## src/design/assert_macros.svh

```systemverilog
// Assertion macros shared by the allocator RTL.
`ifndef ASSERT_MACROS_SVH
`define ASSERT_MACROS_SVH

// Check a property on every clock edge outside reset.
`define TLB_ASSERT(label, clk, rst_n, prop, msg) \
    label: assert property (@(posedge clk) disable iff (!rst_n) prop) \
        else $error(msg);

// Check a property on every clock edge, reset included.
`define TLB_ASSERT_ALWAYS(label, clk, prop, msg) \
    label: assert property (@(posedge clk) prop) else $error(msg);

`endif

```

## src/design/tlbac_pkg.sv

```systemverilog
// Types, constants and helpers shared by the two-level block allocator.
package tlbac_pkg;

    localparam int NUM_BLOCKS  = 64;
    localparam int NUM_CLIENTS = 4;
    localparam int MAX_TARGET  = 4;
    localparam int LOCAL_CAP   = 2 * MAX_TARGET;
    localparam int LOCAL_DEPTH = NUM_CLIENTS * LOCAL_CAP;

    // Field widths fixed by the request and response formats
    localparam int OP_W     = 1;
    localparam int CLIENT_W = 2;
    localparam int BLK_W    = 6;
    localparam int STATUS_W = 2;
    localparam int TF_W     = 3;

    // Storage widths
    localparam int GADDR_W = $clog2(NUM_BLOCKS);
    localparam int GCNT_W  = $clog2(NUM_BLOCKS + 1);
    localparam int LIDX_W  = $clog2(LOCAL_CAP);
    localparam int LADDR_W = $clog2(LOCAL_DEPTH);
    localparam int LCNT_W  = $clog2(LOCAL_CAP + 1);

    // Opcodes
    localparam logic [OP_W-1:0] OP_ALLOC = 1'b0;
    localparam logic [OP_W-1:0] OP_FREE  = 1'b1;

    // Response status codes
    localparam logic [STATUS_W-1:0] ST_OK     = 2'd0;
    localparam logic [STATUS_W-1:0] ST_EMPTY  = 2'd1;
    localparam logic [STATUS_W-1:0] ST_REJECT = 2'd2;

    localparam logic [TF_W-1:0] TARGET_FILL_RESET = 3'd3;

    typedef struct packed {
        logic [OP_W-1:0]     opcode;
        logic [CLIENT_W-1:0] client;
        logic [BLK_W-1:0]    block_in;
    } req_t;

    typedef struct packed {
        logic [STATUS_W-1:0] status;
        logic [BLK_W-1:0]    block_out;
    } rsp_t;

    // Global stack access from the sequencer
    typedef struct packed {
        logic               rd_en;
        logic [GADDR_W-1:0] rd_addr;
        logic               wr_en;
        logic [GADDR_W-1:0] wr_addr;
        logic [BLK_W-1:0]   wr_data;
    } gmem_req_t;

    // Local stack access from the sequencer
    typedef struct packed {
        logic               rd_en;
        logic [LADDR_W-1:0] rd_addr;
        logic               wr_en;
        logic [LADDR_W-1:0] wr_addr;
        logic [BLK_W-1:0]   wr_data;
    } lmem_req_t;

    // Clamp the programmed fill target into 1..MAX_TARGET
    function automatic logic [LCNT_W-1:0] eff_target(input logic [TF_W-1:0] t);
        logic [LCNT_W-1:0] r;
        if (t == '0)
            r = LCNT_W'(1);
        else if (int'(t) > MAX_TARGET)
            r = LCNT_W'(MAX_TARGET);
        else
            r = LCNT_W'(t);
        return r;
    endfunction

endpackage

```

## src/design/two_level_block_allocator_cache.sv

```systemverilog
// Top level of the two-level free-block allocator.
//
// Requests arrive on req (valid/ready): opcode allocate or free, client number
// and, for a free, the block index. Each request yields one response on rsp
// (valid/ready): status ok, empty or rejected, and the allocated block.
// cfg_we/cfg_data write target_fill, the refill size; a local stack holds up
// to twice that. Write it only while no request is in flight.
// One request is worked at a time; req_ready is high only between requests.
// A request that fails or is rejected at once goes straight to its response;
// otherwise, when the local stack cannot serve it directly, up to 7 blocks
// first move between the global and local stacks, and the move unit
// transfers one entry per cycle through the registered memory ports.
// The response sits in an output register, so a new request is taken while
// the last response waits; a stalled receiver holds the sequencer only when
// its next response is ready to load.
// Reset returns every block to the global stack (block i at entry i, highest
// on top), empties the local stacks and sets target_fill to 3.
module two_level_block_allocator_cache (
    input  logic                       clk,
    input  logic                       rst_n,
    input  logic                       cfg_we,
    input  logic [tlbac_pkg::TF_W-1:0] cfg_data,
    input  logic                       req_valid,
    output logic                       req_ready,
    input  tlbac_pkg::req_t            req,
    output logic                       rsp_valid,
    input  logic                       rsp_ready,
    output tlbac_pkg::rsp_t            rsp
);
    import tlbac_pkg::*;

    logic [TF_W-1:0]  target_fill_reg;
    gmem_req_t        greq;
    lmem_req_t        lreq;
    logic [BLK_W-1:0] gdata;
    logic [BLK_W-1:0] ldata;

    // Hold the fill target register
    always_ff @(posedge clk or negedge rst_n)
    begin
        if (!rst_n)
        begin
            target_fill_reg <= TARGET_FILL_RESET;
        end
        else if (cfg_we)
        begin
            target_fill_reg <= cfg_data;
        end
    end

    tlbac_seq u_seq (
        .clk         (clk),
        .rst_n       (rst_n),
        .target_fill (target_fill_reg),
        .req_valid   (req_valid),
        .req_ready   (req_ready),
        .req         (req),
        .rsp_valid   (rsp_valid),
        .rsp_ready   (rsp_ready),
        .rsp         (rsp),
        .greq        (greq),
        .gdata       (gdata),
        .lreq        (lreq),
        .ldata       (ldata)
    );

    tlbac_gstack u_gstack (
        .clk   (clk),
        .rst_n (rst_n),
        .greq  (greq),
        .rdata (gdata)
    );

    tlbac_lstack u_lstack (
        .clk   (clk),
        .lreq  (lreq),
        .rdata (ldata)
    );

endmodule

```

## src/design/tlbac_gstack.sv

```systemverilog
// Global free stack memory; an entry never written reads as its own index.
module tlbac_gstack (
    input  logic                        clk,
    input  logic                        rst_n,
    input  tlbac_pkg::gmem_req_t        greq,
    output logic [tlbac_pkg::BLK_W-1:0] rdata
);
    import tlbac_pkg::*;

    logic [BLK_W-1:0] mem [NUM_BLOCKS];
    logic [NUM_BLOCKS-1:0] valid_reg;
    logic [BLK_W-1:0] rdata_reg;

    // Track which entries hold written data
    always_ff @(posedge clk or negedge rst_n)
    begin
        if (!rst_n)
        begin
            valid_reg <= '0;
        end
        else if (greq.wr_en)
        begin
            valid_reg[greq.wr_addr] <= 1'b1;
        end
    end

    // Write port and registered read port
    always_ff @(posedge clk)
    begin
        if (greq.wr_en)
        begin
            mem[greq.wr_addr] <= greq.wr_data;
        end
        if (greq.rd_en)
        begin
            rdata_reg <= valid_reg[greq.rd_addr] ? mem[greq.rd_addr]
                                                 : BLK_W'(greq.rd_addr);
        end
    end

    assign rdata = rdata_reg;

endmodule

```

## src/design/tlbac_lstack.sv

```systemverilog
// Per-client local stack memory, one slice of LOCAL_CAP entries per client.
module tlbac_lstack (
    input  logic                        clk,
    input  tlbac_pkg::lmem_req_t        lreq,
    output logic [tlbac_pkg::BLK_W-1:0] rdata
);
    import tlbac_pkg::*;

    logic [BLK_W-1:0] mem [LOCAL_DEPTH];
    logic [BLK_W-1:0] rdata_reg;

    // Write port and registered read port; read data holds between reads
    always_ff @(posedge clk)
    begin
        if (lreq.wr_en)
        begin
            mem[lreq.wr_addr] <= lreq.wr_data;
        end
        if (lreq.rd_en)
        begin
            rdata_reg <= mem[lreq.rd_addr];
        end
    end

    assign rdata = rdata_reg;

endmodule

```

## src/design/tlbac_seq.sv

```systemverilog
// Request sequencer: counters, one-entry-per-cycle move unit and response register.
`include "assert_macros.svh"

module tlbac_seq (
    input  logic                        clk,
    input  logic                        rst_n,
    input  logic [tlbac_pkg::TF_W-1:0]  target_fill,
    input  logic                        req_valid,
    output logic                        req_ready,
    input  tlbac_pkg::req_t             req,
    output logic                        rsp_valid,
    input  logic                        rsp_ready,
    output tlbac_pkg::rsp_t             rsp,
    output tlbac_pkg::gmem_req_t        greq,
    input  logic [tlbac_pkg::BLK_W-1:0] gdata,
    output tlbac_pkg::lmem_req_t        lreq,
    input  logic [tlbac_pkg::BLK_W-1:0] ldata
);
    import tlbac_pkg::*;

    typedef enum logic [2:0] {
        S_IDLE,
        S_DECIDE,
        S_MOVE,
        S_POP,
        S_PUSH,
        S_FINISH
    } state_t;

    localparam int SUM_W = GCNT_W + 1;

    state_t              state_reg, state_next;
    logic [OP_W-1:0]     op_reg, op_next;
    logic [CLIENT_W-1:0] client_reg, client_next;
    logic [BLK_W-1:0]    blk_reg, blk_next;
    logic [LCNT_W-1:0]   tf_reg, tf_next;
    logic [GCNT_W-1:0]   gcount_reg, gcount_next;
    logic [LCNT_W-1:0]   lcount_reg [NUM_CLIENTS];
    logic [LCNT_W-1:0]   lcount_next [NUM_CLIENTS];
    logic [LCNT_W-1:0]   issue_left_reg, issue_left_next;
    logic                pend_reg, pend_next;
    logic                spill_reg, spill_next;
    logic [STATUS_W-1:0] status_reg, status_next;
    logic                rsp_valid_reg, rsp_valid_next;
    rsp_t                rsp_reg, rsp_next;

    logic [LCNT_W-1:0]   cur_lcnt;
    logic [LCNT_W-1:0]   lcnt_m1;
    logic [GCNT_W-1:0]   gcnt_m1;
    logic [LCNT_W-1:0]   spill_cnt;
    logic [LCNT_W-1:0]   refill_cnt;
    logic                spill_over;

    assign cur_lcnt   = lcount_reg[client_reg];
    assign lcnt_m1    = cur_lcnt - LCNT_W'(1);
    assign gcnt_m1    = gcount_reg - GCNT_W'(1);
    assign spill_cnt  = cur_lcnt - tf_reg;
    assign refill_cnt = (gcount_reg >= GCNT_W'(tf_reg)) ? tf_reg
                                                        : gcount_reg[LCNT_W-1:0];
    assign spill_over = (SUM_W'(gcount_reg) + SUM_W'(spill_cnt)) > SUM_W'(NUM_BLOCKS);

    // Sequence one request: decide, move entries, pop or push, respond
    always_comb
    begin
        state_next      = state_reg;
        op_next         = op_reg;
        client_next     = client_reg;
        blk_next        = blk_reg;
        tf_next         = tf_reg;
        gcount_next     = gcount_reg;
        lcount_next     = lcount_reg;
        issue_left_next = issue_left_reg;
        pend_next       = pend_reg;
        spill_next      = spill_reg;
        status_next     = status_reg;
        rsp_next        = rsp_reg;
        greq            = '0;
        lreq            = '0;

        // Drop the response once taken
        rsp_valid_next = rsp_valid_reg && !rsp_ready;

        unique case (state_reg)
            S_IDLE:
            begin
                if (req_valid)
                begin
                    op_next     = req.opcode;
                    client_next = req.client;
                    blk_next    = req.block_in;
                    tf_next     = eff_target(target_fill);
                    state_next  = S_DECIDE;
                end
            end

            S_DECIDE:
            begin
                if (int'(client_reg) >= NUM_CLIENTS)
                begin
                    status_next = (op_reg == OP_FREE) ? ST_REJECT : ST_EMPTY;
                    state_next  = S_FINISH;
                end
                else if (op_reg == OP_ALLOC)
                begin
                    if (cur_lcnt != '0)
                    begin
                        state_next = S_POP;
                    end
                    else if (refill_cnt == '0)
                    begin
                        status_next = ST_EMPTY;
                        state_next  = S_FINISH;
                    end
                    else
                    begin
                        issue_left_next = refill_cnt;
                        pend_next       = 1'b0;
                        spill_next      = 1'b0;
                        state_next      = S_MOVE;
                    end
                end
                else
                begin
                    if (cur_lcnt < (tf_reg << 1))
                    begin
                        state_next = S_PUSH;
                    end
                    else if (spill_over)
                    begin
                        status_next = ST_REJECT;
                        state_next  = S_FINISH;
                    end
                    else
                    begin
                        issue_left_next = spill_cnt;
                        pend_next       = 1'b0;
                        spill_next      = 1'b1;
                        state_next      = S_MOVE;
                    end
                end
            end

            S_MOVE:
            begin
                // Issue one read per cycle, write the previous read's data
                if (!spill_reg)
                begin
                    if (issue_left_reg != '0)
                    begin
                        greq.rd_en      = 1'b1;
                        greq.rd_addr    = gcnt_m1[GADDR_W-1:0];
                        gcount_next     = gcnt_m1;
                        issue_left_next = issue_left_reg - LCNT_W'(1);
                    end
                    if (pend_reg)
                    begin
                        lreq.wr_en  = 1'b1;
                        lreq.wr_addr = {client_reg, cur_lcnt[LIDX_W-1:0]};
                        lreq.wr_data = gdata;
                        lcount_next[client_reg] = cur_lcnt + LCNT_W'(1);
                    end
                end
                else
                begin
                    if (issue_left_reg != '0)
                    begin
                        lreq.rd_en      = 1'b1;
                        lreq.rd_addr    = {client_reg, lcnt_m1[LIDX_W-1:0]};
                        lcount_next[client_reg] = lcnt_m1;
                        issue_left_next = issue_left_reg - LCNT_W'(1);
                    end
                    if (pend_reg)
                    begin
                        greq.wr_en   = 1'b1;
                        greq.wr_addr = gcount_reg[GADDR_W-1:0];
                        greq.wr_data = ldata;
                        gcount_next  = gcount_reg + GCNT_W'(1);
                    end
                end
                pend_next = (issue_left_reg != '0);
                if (issue_left_reg == '0)
                begin
                    state_next = spill_reg ? S_PUSH : S_POP;
                end
            end

            S_POP:
            begin
                lreq.rd_en   = 1'b1;
                lreq.rd_addr = {client_reg, lcnt_m1[LIDX_W-1:0]};
                lcount_next[client_reg] = lcnt_m1;
                status_next  = ST_OK;
                state_next   = S_FINISH;
            end

            S_PUSH:
            begin
                lreq.wr_en   = 1'b1;
                lreq.wr_addr = {client_reg, cur_lcnt[LIDX_W-1:0]};
                lreq.wr_data = blk_reg;
                lcount_next[client_reg] = cur_lcnt + LCNT_W'(1);
                status_next  = ST_OK;
                state_next   = S_FINISH;
            end

            S_FINISH:
            begin
                // Load the response once the output register is free
                if (!rsp_valid_reg || rsp_ready)
                begin
                    rsp_valid_next     = 1'b1;
                    rsp_next.status    = status_reg;
                    rsp_next.block_out = (op_reg == OP_ALLOC && status_reg == ST_OK)
                                         ? ldata : '0;
                    state_next         = S_IDLE;
                end
            end

            default:
            begin
                state_next = S_IDLE;
            end
        endcase
    end

    // Hold state, counters and the response register
    always_ff @(posedge clk or negedge rst_n)
    begin
        if (!rst_n)
        begin
            state_reg      <= S_IDLE;
            op_reg         <= OP_ALLOC;
            client_reg     <= '0;
            blk_reg        <= '0;
            tf_reg         <= LCNT_W'(1);
            gcount_reg     <= GCNT_W'(NUM_BLOCKS);
            for (int i = 0; i < NUM_CLIENTS; i++)
            begin
                lcount_reg[i] <= '0;
            end
            issue_left_reg <= '0;
            pend_reg       <= 1'b0;
            spill_reg      <= 1'b0;
            status_reg     <= ST_OK;
            rsp_valid_reg  <= 1'b0;
            rsp_reg        <= '0;
        end
        else
        begin
            state_reg      <= state_next;
            op_reg         <= op_next;
            client_reg     <= client_next;
            blk_reg        <= blk_next;
            tf_reg         <= tf_next;
            gcount_reg     <= gcount_next;
            lcount_reg     <= lcount_next;
            issue_left_reg <= issue_left_next;
            pend_reg       <= pend_next;
            spill_reg      <= spill_next;
            status_reg     <= status_next;
            rsp_valid_reg  <= rsp_valid_next;
            rsp_reg        <= rsp_next;
        end
    end

    assign req_ready = (state_reg == S_IDLE);
    assign rsp_valid = rsp_valid_reg;
    assign rsp       = rsp_reg;

    // Checks on the sequencer
    `TLB_ASSERT(a_gcount_range, clk, rst_n, gcount_reg <= GCNT_W'(NUM_BLOCKS), "global count past capacity")
    `TLB_ASSERT(a_lcount_range, clk, rst_n, lcount_reg[client_reg] <= LCNT_W'(LOCAL_CAP), "local count past capacity")
    `TLB_ASSERT(a_gstack_one_way, clk, rst_n, !(greq.rd_en && greq.wr_en), "global stack read and written together")
    `TLB_ASSERT(a_idle_quiet, clk, rst_n, req_ready |-> (issue_left_reg == '0 && !pend_reg), "ready with moves outstanding")
    `TLB_ASSERT(a_pop_nonempty, clk, rst_n, (state_reg == S_POP) |-> (cur_lcnt != '0), "pop from empty local stack")

endmodule

```

## config.mk

```make
export PLATFORM = sky130hd
export DESIGN_NAME = two_level_block_allocator_cache
export DESIGN_NICKNAME = d
export VERILOG_FILES = /design/src/design/tlbac_pkg.sv /design/src/design/two_level_block_allocator_cache.sv /design/src/design/tlbac_gstack.sv /design/src/design/tlbac_lstack.sv /design/src/design/tlbac_seq.sv
export VERILOG_INCLUDE_DIRS = /design/src /design/src/design
export SDC_FILE = /design/constraint.sdc
export NUM_CORES = 1
export LEC_CHECK = 0
export BUFFER_PORTS_ARGS = -buffer_cell sky130_fd_sc_hd__buf_2
export CAP_MARGIN = 0
export CORE_UTILIZATION = 57
export DETAILED_ROUTE_END_ITERATION = 8
export GPL_ROUTABILITY_DRIVEN = 0
export PLACE_DENSITY_LB_ADDON = 0.15
export REMOVE_ABC_BUFFERS = 1
export SLEW_MARGIN = 20
export SYNTH_ARGS = -nofsm -noshare
export SYNTH_HDL_FRONTEND = slang
export SYNTH_SLANG_ARGS = --single-unit
export TNS_END_PERCENT = 30
```

## constraint.sdc

```tcl
create_clock -name clk -period 3.8 [get_ports clk]
set_input_delay 0.57 -clock clk [delete_from_list [all_inputs] [get_ports clk]]
set_output_delay 0.57 -clock clk [all_outputs]
set_load 0.02 [all_outputs]
```

Word level (Yosys, flattened, before mapping)
Memories as Yosys holds them, arrays and structs flattened. A register that Yosys moved wholly into a read port is not among the register bits.
Cells that the tools add are included.

storage, ports and cells
  input bits = 17
  register bits = 129
  memory bits (writable) = 576
  output and inout port bits = 10
  word-level logic and storage cells = 163
  memories kept = 2

memories
  name          depth  width  read ports  clocked after Yosys merged registers in  wr ports  line                text
  u_gstack.mem  64     6      1           0                                        1         tlbac_gstack.sv:10  logic [BLK_W-1:0] mem [NUM_BLOCKS];
  u_lstack.mem  32     6      1           1                                        1         tlbac_lstack.sv:9   logic [BLK_W-1:0] mem [LOCAL_DEPTH];

cells by class
  bitwise operators = 3
  $add $sub $neg = 7
  multiplexer cells = 72
  order comparisons = 9
  eq/ne operators = 22
  reductions and logical operators = 28

operator list
  kind                                                                           count
  64-bit bitwise OR                                                              1
  16-bit 2-to-1 mux                                                              3
  16-bit one-hot mux with 3 select lines                                         1
  4-bit 2-to-1 mux                                                               11
  7-bit 2-to-1 mux                                                               5
  16-bit bitwise mux                                                             2
  3-bit 2-to-1 mux                                                               10
  13-bit 2-to-1 mux                                                              2
  12-bit 2-to-1 mux                                                              2
  6-bit 2-to-1 mux                                                               4
  12-bit one-hot mux with 2 select lines                                         1
  20-bit 2-to-1 mux                                                              1
  1-bit 2-to-1 mux                                                               16
  3-bit one-hot mux with 5 select lines                                          1
  5-bit AND reduction                                                            3
  6-bit by 7-bit less-than comparator with 1-bit output (second input constant)  2
  2-bit by 1-bit inequality test with 1-bit output (second input constant)       6
  3-bit inequality test (second input constant)                                  4
  6-bit one-hot mux with 2 select lines                                          1
  2-bit 2-to-1 mux                                                               5
  3-bit AND reduction                                                            3
  7-bit by 4-bit adder with 8-bit output                                         1
  4-bit binary-select mux with 2-bit select                                      1
  4-bit demux with 2-bit select                                                  1
  other kinds (37)                                                               54

Depth between registers and ports, before layout
  depth in word-level cells = 11
  gate-level depth with buffers = 19
  gate-level depth less buffers = 16

Cells and area by module
From an unflattened synthesis, not the netlist that was laid out.

unflattened totals
  cell total of the unflattened synthesis = 1625
  area total of the unflattened synthesis = 29238.0 sq um

by module, submodules not included
  module                           seq. area each (sq um)  area an instance (sq um)  instances  cells an instance
  tlbac_gstack                     13312.8                 17795.8                   1          891
  tlbac_lstack                     5945.7                  7649.8                    1          323
  tlbac_seq                        1378.8                  3681.0                    1          405
  two_level_block_allocator_cache  77.6                    111.4                     1          6

Worst setup path before layout
OpenSTA, ideal clock, no wires.

  path kind = register to register
  start point = register u_seq.client_reg[0]
  end point = register u_seq.issue_left_reg[0]
  cell stages (with the launch flop) = 18
  arrival = 4.049 ns
  path slack = -0.326 ns
  period minus slack after synthesis = 4.126 ns
  path buffers = 3
  required time = 3.723 ns
  setup time = 0.077 ns
  path through = dfrtp_1 buf_2 mux2i_1 mux2_2 clkbuf_1 clkbuf_1 ha_1 inv_1 fa_1 ha_1 a21o_1 a21oi_1 nor2b_1 o41ai_1 a21oi_1 o211a_1 o31a_1 a21oi_1

on the way
  word-level cells in the longest chain between the ends = 9
  elaborated cells between the ends (all ways) = 17
  classes of those cells = add/sub (2); order compare (2); eq/ne (3); mux (7); bitwise (1); reduce/logical (2)

RTL lines
  what                                                                                    line                               text
  start, declared                                                                         tlbac_seq.sv:34                    logic [CLIENT_W-1:0] client_reg, client_next;
  start signal, assigned                                                                  tlbac_seq.sv:252                   client_reg <= client_next;
  2-bit NOT with 3-bit output (implied by the code) (*)                                   tlbac_seq.sv:54                    assign cur_lcnt = lcount_reg[client_reg];
  4-bit binary-select mux with 2-bit select (*)                                           tlbac_seq.sv:54
  4-bit 2-to-1 mux (implied by the code) (*) (2 in a row)                                 tlbac_seq.sv:54
  4-bit subtractor                                                                        tlbac_seq.sv:57                    assign spill_cnt = cur_lcnt - tf_reg;
  7-bit by 4-bit adder with 8-bit output or 4-bit 2-to-1 mux (tied branches)              tlbac_seq.sv:60, tlbac_seq.sv:128
  8-bit by 7-bit > comparator with 1-bit output or 4-bit 2-to-1 mux (tied branches)       tlbac_seq.sv:60, tlbac_seq.sv:124
  3-bit inequality test (no line) or 4-bit 2-to-1 mux (tied branches)                     n/a
  6-bit AND reduction (no line) or 4-bit one-hot mux with 2 select lines (tied branches)  n/a
  end signal, assigned                                                                    tlbac_seq.sv:257                   issue_left_reg <= issue_left_next;
  end, declared                                                                           tlbac_seq.sv:40                    logic [LCNT_W-1:0] issue_left_reg, issue_left_next;

Mark *: on every way between the ends. The rest lies on a longest branch, timed or not. The select of a mux whose other input is x is not followed.
A chain may end at the register's enable or synchronous reset.

Final worst setup path
  start point = register u_seq.client_reg[0]
  end point = register u_seq.issue_left_reg[3]

The elaborated chain is that of the path after synthesis.

==> results.cfg <==
[job]
drv_cap = 0

[sta]
finalCritPeriodShare_pct = 98.6
setup_viol = 0
max_freq_mhz = 267
slew_headroom_pct = 28.4
final-max-slew-violation-count = 0
finClkSkew_ns = 0.0231
rsz0062_at_grt = true
worst_pin_slew_ns = 1.07
fin_hold_ws_ns = 0.180
period_minus_slack_ns = 3.75
setup_tns_ns = 0
layout_setup_ws_ns = 0.0543
hold_violations = 0

[global_routing]
antenna_found_initial = 0
grt_overflow_total = 0
grt_pass1_vias = 19900
grt_start_max_net_pins = 105
grt_pass1_wl_um = 120000
grt_use_total_pct = 30.0

[worst_setup_path]
critical_path_class = reg -> reg
worstPathMaxFanout = 6
critPathCaptureType = flip-flop
arrival_ns = 4.24
startpoint_type = flip-flop
cp.required_ns = 4.29

[cells_and_area]
design_area_mm2 = 0.0345
final_nets = 2432
largest_register_ffs = 384
antennaDiodeCount = 0
drive_gt1_share_pct = 19.2
area_delta_synth_final_pct = 14.0

[power]
vdd_drop_max_uv = 1050
p_sw_mw = 9.42
switching_share_pct = 36.3
pwr-share-clk_pct = 26.8
p_seq_share_pct = 36.5
power_density_mw_per_mm2 = 752
power_leakage_nw = 12.5
internal-power_mw = 16.5
combPwrFrac_pct = 36.7

[yosys]
synth_top_family_by_area = simple AND/OR/NAND/NOR gates
synth_area_mm2 = 0.0302
async_reset_ff_share_pct = 17.2
yosys.area_share.simple_pct = 12.4
synth_edf_count = 588
synth-xor-area-share_pct = 0.608
synthMuxAreaShare_pct = 6.15
synth_seq_area_share_pct = 68.5
syn_area_per_cell_um2 = 13.3
netlist_instances = 2278
synth_compound_area_share_pct = 8.85
ys.flop_type = edfxtp_1
yosysUniqueCellTypes = 86
synth-seq-cells = 710
synth_adder_area_share_pct = 0.877
yosysWarnings = 0

[placement]
dpl.hpwl_um = 51200
placed_area_mm2 = 0.0320
portBuffers = 26
dp_slack_ns = -0.190

[die]
fp.dieArea_mm2 = 0.0540
die_h_um = 232
ios = 27
die_width_um = 232
initial_core_util_pct = 57.7
rows = 84
coreArea_mm2 = 0.0524

[cts]
clock_sinks = 710
cts_made_buffers = 71
cts_max_level = 3
cts_tree = done
root_buffer = clkbuf_16
insertion_delay_ns = 0.62
clkTransAtPathRegs_ns = 0.06
clockBufferDepth = 3

[drt]
routed_wirelength_um = 79100
remaining_drc_errors = 0
num_vias = 19900
drtPass1Iterations = 6
wl_per_cell_um = 25.2
via_per_inst = 6.32
drt-initial-drc-count = 2327
ant_nets = 0

[run_status]
status = completed

[min_path]
worstHoldPathType = in -> reg
[synthesized netlist by cell type, types with 31 or more instances]
cell type  instances  area, um^2
clkbuf_1          66         248
mux2i_1           70         701
nand3_1          122         611
o21ai_0           56         280
edfxtp_1         588       17700
mux4_2            31         698
inv_1             34         128
dfrtp_1          118        2950
nor2_1           162         608
a21oi_1          105         526
nor3_1            31         155
buf_2             44         220
nand2_1          337        1260
a31oi_1           35         219
mux2_2            41         462
or2_2             62         388
[area by class of cell]
type                       count  area, um^2
timing repair buffer         182        1560
clock buffer                  98        1980
fill                        3785       18000
multi-input combinational   1392        8900
inverter                      38         143
tap                          688         861
sequential                   710       20700
clock inverter                33         324
[path summary, 6_finish.rpt]
path / startpoint / end / slack [ns] / cells past startpoint
min in group asynchronous: rst_n / u_seq.blk_reg[3] / 0.42 / 2
max: u_seq.client_reg[0] / u_seq.issue_left_reg[3] / 0.05 / 12
max reg2reg: u_seq.client_reg[0] / u_seq.issue_left_reg[3] / 0.05 / 12
min reg2reg: u_gstack.valid_reg[29] / u_gstack.valid_reg[29] / 0.46 / 1
max in group asynchronous: rst_n / u_gstack.valid_reg[4] / 2.66 / 3
min: req[3] / u_seq.blk_reg[3] / 0.18 / 2
[worst max-delay path: stages, from the launching register on]
cell,delay [ns]
dfrtp_2,0.43
mux4_2,0.62
fa_2,0.67
ha_4,0.22
a21o_1,0.18
a21oi_2,0.18
buf_4,0.13
xnor2_1,0.07
nor4b_2,0.28
a21oi_2,0.08
buf_4,0.15
o211a_4,0.26
o32a_1,0.34
[repair_timing]
item / CTS / global route
endpoints found under the setup margin: 7 / 14
pin swaps: 5 / 14
gates resized for setup: 9 / 18
endpoints found under the hold margin: 0 / 27
setup buffers: 2 / 0
hold buffers: 0 / 1
[cell families after synthesis]
| kind of cell | count (synthesis) |
|---|---|
| DFF | 710 |
| muxes | 142 |
| adders and majority gates | 20 |
| buffers and inverters | 176 |
| and+or+nand+nor | 813 |
| AOI/OAI and AO/OA | 396 |
| xor gates and xnor gates | 21 |
[cells in the final DEF (no fill, tap or decap), types with 25 or more instances in the layout]
master / synthesis / final
inv_1: 34 / 32
o21ai_0: 56 / 54
buf_4: 10 / 136
mux2i_1: 70 / 70
mux4_2: 31 / 31
nor2_1: 162 / 159
edfxtp_1: 588 / 588
clkbuf_16: 0 / 75
a21oi_1: 105 / 100
a31oi_1: 35 / 35
dfrtp_1: 118 / 117
buf_2: 44 / 25
mux2_2: 41 / 40
or2_2: 62 / 62
nor3_1: 31 / 30
nand3_1: 122 / 120
nand2_1: 337 / 337
[stage by stage]
| step | utilization [%] | std cells | power (mW) |
|---|---|---|---|
| 6_report | 65.7 | 3141 | 25.9 |
| 5_1_grt | 65.7 | 3141 | 27.0 |
| 4_1_cts | 65.5 | 3139 | 25.6 |
| 3_5_place_dp | 61.0 | 3006 | 18.5 |
| 3_3_place_gp | 61.0 | 3006 | 18.3 |
| 2_1_floorplan | - | 2140 | 14.9 |
[power by group through the flow]
stage	combinational (mW)	sequential [mW]	clock [mW]
floorplan	5.23	9.68	0
global placement	8.68	9.60	0
detailed placement	8.93	9.61	0
CTS	9.13	9.46	7.02
global route	10.1	9.52	7.31
finish	9.51	9.48	6.95
[layer usage]
layer  track usage, %  wire [um]
met1             40.4      31500
met2             48.5      38200
met3             5.32       6540
met4             12.4       2960
met5                0          0
Power figures use the tool's default switching activity.
